$ cat config.mk
export PLATFORM = sky130hd
export DESIGN_NAME = ssit_cell
export DESIGN_NICKNAME = d
export VERILOG_FILES = /design/src/rtl/ssit_pkg.sv /design/src/rtl/ssit_cell.sv
export SDC_FILE = /design/constraint.sdc
export NUM_CORES = 1
export LEC_CHECK = 0
export BUFFER_PORTS_ARGS = -buffer_cell sky130_fd_sc_hd__buf_2
export CAP_MARGIN = 10
export CORE_UTILIZATION = 35
export DETAILED_ROUTE_END_ITERATION = 7
export GPL_TIMING_DRIVEN = 0
export HOLD_SLACK_MARGIN = 0.03
export PLACE_DENSITY = 0.72
export SYNTH_ARGS = -nofsm -noshare
export SYNTH_HDL_FRONTEND = slang
export SYNTH_SLANG_ARGS = --single-unit
$ cat constraint.sdc
create_clock -name clk -period 1.2 [get_ports clk]
set_input_delay 0.06 -clock clk [delete_from_list [all_inputs] [get_ports clk]]
set_output_delay 0.06 -clock clk [all_outputs]
set_load 0.005 [all_outputs]
$ cat src/rtl/ssit_pkg.sv
// Package with types and constants shared by the smallest-sum insertion tour block.
package ssit_pkg;

  localparam int MaxPoints = 64;
  localparam int IdxW      = $clog2(MaxPoints);
  localparam int CntW      = IdxW + 1;
  localparam int DistW     = 26;
  localparam int SumW      = DistW + IdxW + 2;

  typedef struct packed {
    logic signed [15:0] x_coord;
    logic signed [15:0] y_coord;
    logic               last_point;
  } in_item_t;

  typedef struct packed {
    logic [5:0] tour_vertex;
    logic       last_vertex;
    logic       status;
  } out_item_t;

  // Shift command broadcast to the row of tour cells.
  typedef struct packed {
    logic            init;
    logic            insert;
    logic [IdxW-1:0] pos;
    logic [IdxW-1:0] vtx;
  } ssit_cell_ctl_t;

endpackage

$ cat src/rtl/ssit_cell.sv
// One tour cell: holds a tour entry, taking the new or left one on insertion.
module ssit_cell (
  input  logic                        clk,
  input  ssit_pkg::ssit_cell_ctl_t    ctl,
  input  logic [ssit_pkg::IdxW-1:0]   my_pos,
  input  logic [ssit_pkg::IdxW-1:0]   left_vtx,
  output logic [ssit_pkg::IdxW-1:0]   vtx
);
  import ssit_pkg::*;

  logic [IdxW-1:0] vtx_r, vtx_nxt;

  always_comb begin
    vtx_nxt = vtx_r;
    if (ctl.init) begin
      vtx_nxt = '0;
    end else if (ctl.insert) begin
      if (my_pos == ctl.pos) vtx_nxt = ctl.vtx;
      else if (my_pos > ctl.pos) vtx_nxt = left_vtx;
    end
  end

  always_ff @(posedge clk) begin
    vtx_r <= vtx_nxt;
  end

  assign vtx = vtx_r;
endmodule

* After elaboration in Yosys (flattened, before gate mapping)
Cells that the tools add are included.
** Storage, ports and cells
- Input port bits :: 27
- Register bits after elaboration :: 6
- Logic and storage cells :: 7
** Cells by class
- $lt $le $gt $ge :: 1
- Muxes and demuxes :: 2
- Eq/ne operators :: 1
- Reduce and logical (&&, ||, !) cells :: 2
** Operators by type and width (number)
- two-way mux 6 bit :: 2
- == test 6 bit :: 1
- greater-than comparator 6 bit :: 1
- AND reduction 2 bit :: 1
- nonzero test 2 bit :: 1

* Depth between registers and ports, before layout
- Depth in word-level cells :: 3
- Gate-level depth with buffers :: 7

* Worst setup path after synthesis
No wires, ideal clock.
- Path type :: input to register
- Start point :: input port ctl[11] (netlist bit)
- End point :: register vtx_r[0], in the netlist vtx[0]
- Path slack :: -0.117 ns
- Cell stages on the path :: 7
- Buffers on the path :: 1
- Data arrival time :: 1.231 ns
- Setup time :: 0.086 ns
- Cells stage by stage :: inv_1 ha_1 and4_1 and2_4 buf_6 a21o_4 a211oi_1
** On the way
- Word-level cells in the longest chain between the ends :: 3
- Elaborated cells on any way between the ends :: 5
- Classes of those cells :: 1 x order compare; 1 x eq/ne; 1 x mux; 2 x reduce/logical
** RTL lines
- from (decl) :: RTL line ssit_cell.sv:4 : input ssit_pkg::ssit_cell_ctl_t ctl,
- greater-than comparator 6 bit / == test 6 bit (equally long branches) :: RTL line ssit_cell.sv:19, ssit_cell.sv:18
- nonzero test 2 bit (no line)
- AND reduction 2 bit (no line)
- to (signal assigned) :: RTL line ssit_cell.sv:24 : vtx_r <= vtx_nxt;
- to (decl) :: RTL line ssit_cell.sv:11 : logic [IdxW-1:0] vtx_r, vtx_nxt;
Several ways; a longest one is shown, not always the timed one.
A chain may end at the register's enable or synchronous reset.

* Final worst setup path
- Start point :: input port ctl[8] (netlist bit)
- End point :: register vtx_r[4], in the netlist vtx[4]
Same word-level chain as after synthesis.

==> run metrics <==
run status completed; # port buffers 32; first-pass iteration count of the detailed router 2; Antenna Diode Count 0; cell-internal power about 0.00046 W; total power per unit cell area roughly 830 mW/mm²; DRT Wirelength approximately 1.2 mm; number of nets in the layout around 120; number of buffers inserted by post-CTS setup repair 0; number of gates given a new drive strength after cts 0; data arrival time of the critical path ~1.3 ns; Clock power frac 0.286; Synth area leaders dfxtp_1, a211oi_1, ha_1; number of flops mapped to enable cells by yosys 0; Reg2Reg Capture Point vtx[3]$_SDFFE_PP0P_; Top Ports 33; final core utilization 0.660; Layout area overhead 64.7%; final weighted congestion in routability-driven placement 0.641; vias per inst roughly 5.1; Die X-Extent slightly below 40 µm; total nets after synthesis 82; GRT Overall Usage 0.197; ys async rst share 0; final antenna-violating net count 0; setup repair after global routing missed its margin yes; hold depth 2; most frequently used cell type in the post-synthesis netlist a211oi_1; Syn Std Cell Area 475 µm²; pin count of the biggest net entering global routing 8; shortest period the worst path allows roughly 1.2 ns; global-route congestion overflow total 0; Worst slew margin 0.755; Leakage Power between 0.3 and 0.4 nW; CP Capture Type flip-flop; data required time of the critical path 1.32 ns; worst hold path startpoint ctl[13]; final-layout fill cell count between 100 and 150; reg2reg setup slack ~0.47 ns; launch point of the worst reg-to-reg path vtx[3]$_SDFFE_PP0P_; Pwr Total 0.000653 W; Floorplan Core Area roughly 0.0012 mm²; Worst Hold Endpoint vtx[2]$_SDFFE_PP0P_; ratio of final minimum period to clock period 0.976; crit-path max FO 6; number of synthesized register bits 6; detailed-route wire length per cell 12.6 µm; CTS HTree Levels 1; Worst setup SP type primary input; antenna violations before repair 0; CTS Buf Count 3; commonest register cell after synthesis dfxtp_1; CTS root buf clkbuf_4; total count of max-transition violations in the final report 0; Initial Utilization 0.401; switching power summed over all nets 0.000197 W; proportion of layout cells with a drive suffix above 1 0.702; setup violators final 0; clk sinks 6; number of buffers inserted by hold repair at cts 0; Worst-path clk slew ~0.050 ns; share of Yosys cell area claimed by the top area cell type 0.253; Max Clk Rate between 800 and 900 MHz; overall die height slightly below 40 µm; count of cells along the worst register-to-register path 2; Peak supply drop ~0.6 mV; commonest cells in the netlist a211oi_1, inv_1, dfxtp_1, ha_1, mux2i_1; Syn Area/Cell a little under 10 µm²; start-to-end type of the worst setup path in -> reg; TritonCTS clock tree done; Sequential Power Share 0.352; gate count of the mapped netlist 49; clk buf depth 2; final hold slack between 0.1 and 0.15 ns; clock latency at the later pin of the worst-skew pair around 0.24 ns; number of hold violations in the final report 0; number of DRC violations after detailed-routing iteration 0 8; Unique masters post-synth 15; switching portion of total power 0.302; clock skew 0 ns; routed via count ~500; largest area contributor in the netlist dfxtp_1; Max-Cap Viols 0; Final HPWL DP 1.06 mm; yosys synthesis warning count 0; total DRC errors in the routed layout 0; max reg flops 6; sequential-to-total area share from yosys stat 0.253; transition time of the tightest slew-check pin about 0.37 ns; vias in the first global route between 400 and 500; wire length of the first global-routing pass 1.95 mm; worst min path class in -> reg; share of total power in combinational logic 0.362; number of rows in the core area 12; die outline area approximately 0.0015 mm²
## worst max-delay path by stage
stage	from	end	slack, ns	cells past startpoint
2_1_floorplan	ctl[9]	vtx[0]$_SDFFE_PP0P_	0.002	7
3_3_place_gp	ctl[8]	vtx[2]$_SDFFE_PP0P_	-0.20	8
3_5_place_dp	ctl[8]	vtx[4]$_SDFFE_PP0P_	-0.24	8
4_1_cts	ctl[8]	vtx[4]$_SDFFE_PP0P_	0.02	8
5_1_grt	ctl[9]	vtx[3]$_SDFFE_PP0P_	-0.01	8
6_report	ctl[8]	vtx[4]$_SDFFE_PP0P_	0.03	8
## stage by stage
| stage | worst slack [ns] | area, µm² | cells | TNS (ns) |
|---|---|---|---|---|
| after detailed placement | -0.240 | 753 | 95 | -1.29 |
| after CTS | 0.0232 | 776 | 98 | 0 |
| after global routing | -0.0135 | 783 | 98 | -0.0238 |
| final | 0.0289 | 783 | 98 | 0 |
| after floorplan | 0.00206 | 576 | 49 | 0 |
| after global placement | -0.201 | 753 | 95 | -1.13 |
## power groups by stage
stage / Sequential, W / Combinational [W] / Clock (W)
2_1_floorplan: 0.000236 / 0.000131 / 0
3_3_place_gp: 0.000233 / 0.000225 / 0
3_5_place_dp: 0.000234 / 0.000234 / 0
4_1_cts: 0.000230 / 0.000234 / 0.000194
5_1_grt: 0.000232 / 0.000262 / 0.000211
6_report: 0.000230 / 0.000236 / 0.000187
## kinds of logic (layout without fill, tap and decap cells)
logic type,count (synthesis),count (layout),share of synthesized area
AND/OR/NAND/NOR,5,5,0.0737
flip-flops,6,6,0.253
adder cells (fa/ha/maj),6,6,0.158
AO/OA/AOI/OAI,17,17,0.287
multiplexers,6,6,0.126
buffers and inverters,9,44,0.103
## cell usage in the layout (no fill, tap or decap), drive strengths merged, types with 2 or more instances in the layout
cell / count
buf: 34
a211oi: 12
inv: 7
dfxtp: 6
ha: 6
mux2i: 6
clkbuf: 3
a21oi: 2
a21o: 2
## worst max-delay path, cell delays in order
cell      delay (ns)
buf_2           0.12
inv_6           0.03
ha_4            0.24
and4_1          0.19
and3_1          0.16
buf_6           0.14
mux2i_1         0.25
a211oi_2        0.09
## cell type report
| type | instances | area, µm² | area share |
|---|---|---|---|
| Buffer | 2 | 22.5 | 0.0288 |
| Clock buffer | 3 | 22.5 | 0.0288 |
| Inverter | 7 | 33.8 | 0.0431 |
| Multi-Input combinational cell | 34 | 407 | 0.519 |
| Sequential cell | 6 | 120 | 0.153 |
| Tap cell | 14 | 17.5 | 0.0224 |
| Timing Repair Buffer | 32 | 160 | 0.204 |
## per-layer routing
| layer | GRT usage | wire length, µm | vias to the layer above |
|---|---|---|---|
| li1 | - | - | 257 |
| met4 | 0.0517 | 0 | 0 |
| met3 | 0.0694 | 84 | 0 |
| met5 | 0 | 0 | - |
| met2 | 0.329 | 594 | 20 |
| met1 | 0.236 | 557 | 218 |
Note: power is estimated with default switching activity, not from simulation.
