[src/rtl/ssit_pkg.sv]
// Package with types and constants shared by the smallest-sum insertion tour block.
package ssit_pkg;

  localparam int MaxPoints = 64;
  localparam int IdxW      = $clog2(MaxPoints);
  localparam int CntW      = IdxW + 1;
  localparam int DistW     = 26;
  localparam int SumW      = DistW + IdxW + 2;

  typedef struct packed {
    logic signed [15:0] x_coord;
    logic signed [15:0] y_coord;
    logic               last_point;
  } in_item_t;

  typedef struct packed {
    logic [5:0] tour_vertex;
    logic       last_vertex;
    logic       status;
  } out_item_t;

  // Shift command broadcast to the row of tour cells.
  typedef struct packed {
    logic            init;
    logic            insert;
    logic [IdxW-1:0] pos;
    logic [IdxW-1:0] vtx;
  } ssit_cell_ctl_t;

endpackage

[src/rtl/ssit_sqrt.sv]
// Iterative integer square root, one result bit per cycle.
module ssit_sqrt (
  input  logic              clk,
  input  logic              rst_n,
  input  logic              start,
  input  logic [41:0]       radicand,
  output logic              done,
  output logic [25:0]       root
);
  import ssit_pkg::*;

  logic [29:0] rem_r, rem_nxt;
  logic [51:0] rad_r, rad_nxt;
  logic [25:0] res_r, res_nxt;
  logic [4:0]  cnt_r, cnt_nxt;
  logic        busy_r, busy_nxt;
  logic [29:0] v;
  logic [29:0] trial;
  logic [25:0] r1;

  // One restoring step: bring down the next two radicand bits and try 4*res+1.
  always_comb begin
    rem_nxt  = rem_r;
    rad_nxt  = rad_r;
    res_nxt  = res_r;
    cnt_nxt  = cnt_r;
    busy_nxt = busy_r;
    v        = '0;
    trial    = '0;
    r1       = '0;
    if (start) begin
      rem_nxt  = '0;
      rad_nxt  = {10'd0, radicand};
      res_nxt  = '0;
      cnt_nxt  = 5'd26;
      busy_nxt = 1'b1;
    end else if (busy_r) begin
      // The remainder never exceeds twice the partial root, so 28 bits hold it.
      v     = {rem_r[27:0], rad_r[51:50]};
      trial = {2'b00, res_r, 2'b01};
      r1    = res_r;
      if (v >= trial) begin
        v  = v - trial;
        r1 = {res_r[24:0], 1'b1};
      end else begin
        r1 = {res_r[24:0], 1'b0};
      end
      rem_nxt = v;
      rad_nxt = {rad_r[49:0], 2'b00};
      res_nxt = r1;
      cnt_nxt = cnt_r - 5'd1;
      if (cnt_r == 5'd1) busy_nxt = 1'b0;
    end
  end

  always_ff @(posedge clk) begin
    if (!rst_n) begin
      busy_r <= 1'b0;
      cnt_r  <= '0;
    end else begin
      busy_r <= busy_nxt;
      cnt_r  <= cnt_nxt;
    end
    rem_r <= rem_nxt;
    rad_r <= rad_nxt;
    res_r <= res_nxt;
  end

  assign done = busy_r && (cnt_r == 5'd1);
  assign root = res_nxt;

`ifndef SYNTH
  a_start_idle: assert property (@(posedge clk) disable iff (!rst_n)
    start |-> !busy_r) else $error("sqrt started while busy");
  a_done_once: assert property (@(posedge clk) disable iff (!rst_n)
    done |=> !busy_r) else $error("sqrt busy after done");
  a_cnt: assert property (@(posedge clk) disable iff (!rst_n)
    start |=> busy_r && cnt_r == 5'd26) else $error("sqrt bad start");
`endif

endmodule

[config.mk]
export PLATFORM = sky130hd
export DESIGN_NAME = ssit_sqrt
export DESIGN_NICKNAME = d
export VERILOG_FILES = /design/src/rtl/ssit_pkg.sv /design/src/rtl/ssit_sqrt.sv
export SDC_FILE = /design/constraint.sdc
export NUM_CORES = 1
export LEC_CHECK = 0
export BUFFER_PORTS_ARGS = -buffer_cell sky130_fd_sc_hd__buf_2
export CAP_MARGIN = 10
export CORE_ASPECT_RATIO = 0.6
export CORE_MARGIN = 3
export CORE_UTILIZATION = 32
export DETAILED_ROUTE_END_ITERATION = 8
export SLEW_MARGIN = 20
export SYNTH_ARGS = -nofsm -noshare
export SYNTH_HDL_FRONTEND = slang
export SYNTH_SLANG_ARGS = --single-unit
[constraint.sdc]
create_clock -name clk -period 2.2 [get_ports clk]
set_input_delay 0.11 -clock clk [delete_from_list [all_inputs] [get_ports clk]]
set_output_delay 0.11 -clock clk [all_outputs]
set_load 0.03 [all_outputs]
**Word level (Yosys, flattened, before mapping)**

Cells that the tools add are included.

- Register bits: 112
- Logic and storage cells: 26
- Input bits: 45

- $add $sub $neg: 2
- Equal/unequal tests: 1
- Magnitude comparators: 1
- Reduce and logical (&&, ||, !) cells: 3
- Bitwise logic cells: 1
- Multiplexer cells: 11

Operators by type and width:

| operator | number |
|---|---|
| 42-bit two-way mux | 2 |
| 26-bit two-way mux | 2 |
| 30-bit by 28-bit >= comparator with 1-bit output | 1 |
| 28-bit two-way mux | 1 |
| 28-bit subtractor | 1 |
| 5-bit two-way mux | 2 |
| 5-bit by 1-bit == test with 1-bit output (second input constant) | 1 |
| 5-bit by 1-bit subtractor with 5-bit output (second input constant) | 1 |
| 1-bit two-way mux | 4 |
| 2-bit nonzero test | 1 |
| 2-bit OR reduction | 1 |
| 1-bit logical AND | 1 |
| 1-bit inverter | 1 |

**Longest topological paths before layout**

- Depth in word-level cells: 4
- Depth in mapped cells: 12
- Depth with buffers taken out: 10

**Least setup slack after synthesis**

OpenSTA, ideal clock, no wires.

- Kind: flip-flop to flip-flop
- Start: register res_r[8]
- End: register res_r[0]
- Stages on the path, launching flop included: 11
- Clock period less this slack: 2867 ps
- Path buffers: 0
- Required time: 1993 ps
- Slack: -667 ps
- Arrival time: 2661 ps
- Cells stage by stage: dfxtp_1 inv_1 ha_1 and4_1 nand3_2 nor2_1 o21a_2 o31ai_4 a211oi_2 nor2_1 a211oi_1

- Cells in the longest elaborated chain, start to end: 4

RTL lines:

| what | RTL line | source |
|---|---|---|
| start, declared | ssit_sqrt.sv:14 | `logic [25:0] res_r, res_nxt;` |
| start signal, assigned | ssit_sqrt.sv:66 | `res_r <= res_nxt;` |
| 30-bit by 28-bit >= comparator with 1-bit output | ssit_sqrt.sv:42 | `if (v >= trial) begin` |
| 1-bit two-way mux | ssit_sqrt.sv:42 |  |
| 26-bit two-way mux | ssit_sqrt.sv:37 | `end else if (busy_r) begin` |
| 26-bit two-way mux | ssit_sqrt.sv:31 | `if (start) begin` |
| net root[0] | ssit_sqrt.sv:8 | `output logic [25:0] root` |

The timed path passes the listed nets, and every way through them passes these cells.
A chain may end at the register's enable or synchronous reset.

**Worst setup path in the final report**

- Start: register res_r[4]
- End: output root[0]

- Cells in the longest elaborated chain, start to end: 4

RTL lines:

| what | RTL line |
|---|---|
| 30-bit by 28-bit >= comparator with 1-bit output | ssit_sqrt.sv:42 |
| 1-bit two-way mux | ssit_sqrt.sv:42 |
| 26-bit two-way mux | ssit_sqrt.sv:37 |
| 26-bit two-way mux | ssit_sqrt.sv:31 |
| end, declared | ssit_sqrt.sv:8 |

Every way passes these cells.

==> impl_metrics.toml <==
[clock_tree]
tritoncts = "yes"
cts.clk_slew.worst_paths_ns = 0.08
numCtsBuffers = 9
clockBufferDepth = 2
clock_sinks = 112
htree_levels = 3
cts_root_buf = "clkbuf_16"
worstSkewPairLatency_ns = 0.36

[global_route]
track_usage_pct = 16.6
antenna_found_initial = 0
grt_overflow_total = 0
first_global_vias = 5412
grt_max_degree = 46
grt_pass1_wl_um = 29100

[hold_path]
min_from = "rst_n"
hp-class = "primary input to flip-flop"

[timing]
max_freq_ghz = 0.370
rsz0062_at_grt = "yes"
worst_clock_skew_ns = 0.00767
tns_ns = -9.27
drv_slew = 0
tightest_slew_ns = 0.553
setup_viol = 29
slew_headroom_pct = 63.2
hold_violations = 0
timing.hold.ws_ns = 0.0270
min_period_ns = 2.70
period_share_pct = 123
setup_slack_ns = -0.504

[layout]
seq_area_um2 = 2680
n_antenna_cell = 0
instances_no_fill = 1132
multi_input_area_um2 = 3990
areaGrowthSynthToFinish_pct = 44.2
fillers = 1861
drive_above_1_share_pct = 48.7
final_nets = 936

[worst_setup_path]
path_class = "flip-flop to primary output"
arrival_ns = 2.59
cp.required_ns = 2.09
cp-end-kind = "primary output"
cp_max_fo = 5
startpoint = "res_r[4]$_DFF_P_"
critPathLaunchType = "flip-flop"
r2r-start = "res_r[0]$_DFF_P_"

[synth]
yosysTopAreaCell = "dfxtp_1"
synthTopCellsByArea = "dfxtp_1, edfxtp_1, mux2_2"
syn_area_per_cell_um2 = 9.92
ys_seq_area_share_pct = 41.3
synth_seq_cells = 112
ys_types = 68
synth_area_um2 = 6450
synth_ff_type = "dfxtp_1"
synth-async-reset-ratio_pct = 0
yosys_warnings = 0
syn_inst = 650
synth_edf_count = 42
syn_nets = 725
netlist.area_leader.share_pct = 21.7

[power_and_ir_drop]
p_leak_uw = 0.00380
combPwrFrac_pct = 68.3
internal_power_uw = 8110
clockPowerShare_pct = 12.3
sequentialPowerShare_pct = 19.4
switching_share_pct = 41.3
power_density_nw_per_um2 = 1480
p_sw_uw = 5700
ir_drop_mv = 0.921

[route]
dr.pass1.iters = 6
wire_per_inst_um = 16.3
avgViaCountPerCell = 5.02
drtIter0Drc = 394
drc = 0
wl_um = 18400
vias = 5685
ant_nets = 0

[floorplanning]
num_io_pins = 72
floorplan.die.width_um = 189
core_area_um2 = 19400
dieHeight_um = 116
dieArea_um2 = 22000
initial_utilization_pct = 33.2
floorplan.rows = 39

[place]
port_buffers = 71
place_ws_ns = -0.349
routabilityCongestion = 0.965
dp_hpwl_um = 12700
dp_cells = 1079

[run_status]
outcome = "finished, violations left"
violations = "setup timing"

[run]
drv_cap = 0
-- layer usage --
layer	global-route usage [%]	part of all wire, %	vias to the layer above
met2	22.8	40	161
met5	0	0	-
met4	2.51	0.56	0
met1	26.1	54	2713
met3	4.23	5.9	12
li1	-	-	2799
-- cell usage in the layout, fill, tap and decap left out, drive strengths merged, types with 4 or more instances in the layout --
master	count
nand2	29
a21oi	28
a21boi	4
clkbuf	12
o31ai	4
edfxtp	42
xnor2	12
buf	238
mux2i	36
nand3	29
o211ai	11
nand4	8
and3	5
o21a	6
dfxtp	70
xor2	11
nor3b	4
a311oi	17
mux2	40
a31oi	8
nor2	76
inv	42
ha	30
a211oi	4
a21o	11
nor3	8
o21ai	35
-- state kept, by name, indices dropped and copies added, names as in the netlist --
name    flops
rem_r      28
rad_r      52
busy_r      1
cnt_r       5
res_r      26
-- through the flow --
step                utilization [%]  area (um2)  total power, uW
floorplan                         -        6700             7060
global placement               42.4        8230             9460
detailed placement             42.4        8230             9480
CTS                            46.1        8950            12600
global route                   47.9        9300            14600
finish                         47.9        9300            13800
-- power groups by stage --
| stage | sequential, uW | clock [uW] | combinational [uW] |
|---|---|---|---|
| detailed placement | 2690 | 0 | 6780 |
| global placement | 2690 | 0 | 6760 |
| CTS | 2660 | 1760 | 8170 |
| floorplan | 2660 | 0 | 4400 |
| finish | 2670 | 1700 | 9430 |
| global route | 2700 | 1850 | 10000 |
-- repair_timing --
| item | CTS | global route |
|---|---|---|
| hold buffers | 0 | 0 |
| gates resized for setup | 61 | 39 |
| cloned | 2 | 2 |
| endpoints found under the setup margin | 30 | 30 |
| pin swaps | 38 | 23 |
| buffers inserted | 18 | 18 |
-- worst max-delay path, stage by stage (launching register included) --
cell and delay, ns:
dfxtp_1 0.33, inv_1 0.07, ha_4 0.29, nand4_1 0.20
a21oi_4 0.24, o21a_4 0.19, o31ai_4 0.06, a211oi_2 0.24
buf_4 0.18, nor2_4 0.05, a211oi_4 0.21, buf_6 0.17
-- cell usage after synthesis (5+ instances only) --
cell type / instances
mux2_2: 40
ha_1: 30
dfxtp_1: 70
o21a_1: 5
xnor2_1: 12
o211ai_1: 10
buf_4: 5
nand2_1: 29
inv_1: 41
o21ai_0: 32
a311oi_2: 13
nor3_1: 8
clkbuf_1: 25
and3_1: 5
mux2i_1: 36
nor2_1: 76
a21oi_1: 26
nand4_1: 8
a21o_1: 11
nand3_2: 13
a31oi_1: 8
xor2_1: 11
nand3_1: 16
edfxtp_1: 42
-- cell families (layout without fill, tap and decap cells) --
group                    count (synthesis)  after routing  synth area share (%)
adder cells (fa/ha/maj)                 30             30                  5.82
flip-flops                             112            112                  41.3
XOR/XNOR                                23             23                  3.12
AND/OR/NAND/NOR                        177            177                  13.8
AO/OA/AOI/OAI                          151            151                  17.9
buffers and inverters                   81            297                  5.59
multiplexers                            76             76                  12.6
-- layout make-up --
| cell class | instances | share of cell area, % |
|---|---|---|
| Multi-Input combinational cell | 457 | 42.9 |
| Clock inverter | 6 | 0.726 |
| Timing Repair Buffer | 240 | 19.9 |
| Sequential cell | 112 | 28.8 |
| Inverter | 41 | 1.65 |
| Tap cell | 266 | 3.58 |
| Clock buffer | 10 | 2.46 |
-- worst paths after layout --
path	to	slack (ns)	cells past startpoint
hold reg to reg	rad_r[43]$_SDFFE_PP0P_	0.50	2
setup / recovery	root[0]	-0.50	11
setup reg to reg	rem_r[10]$_SDFFE_PP0P_	-0.47	15
hold / removal	cnt_r[4]$_SDFFE_PN0P_	0.03	2
Note: power is estimated with default switching activity, not from simulation.
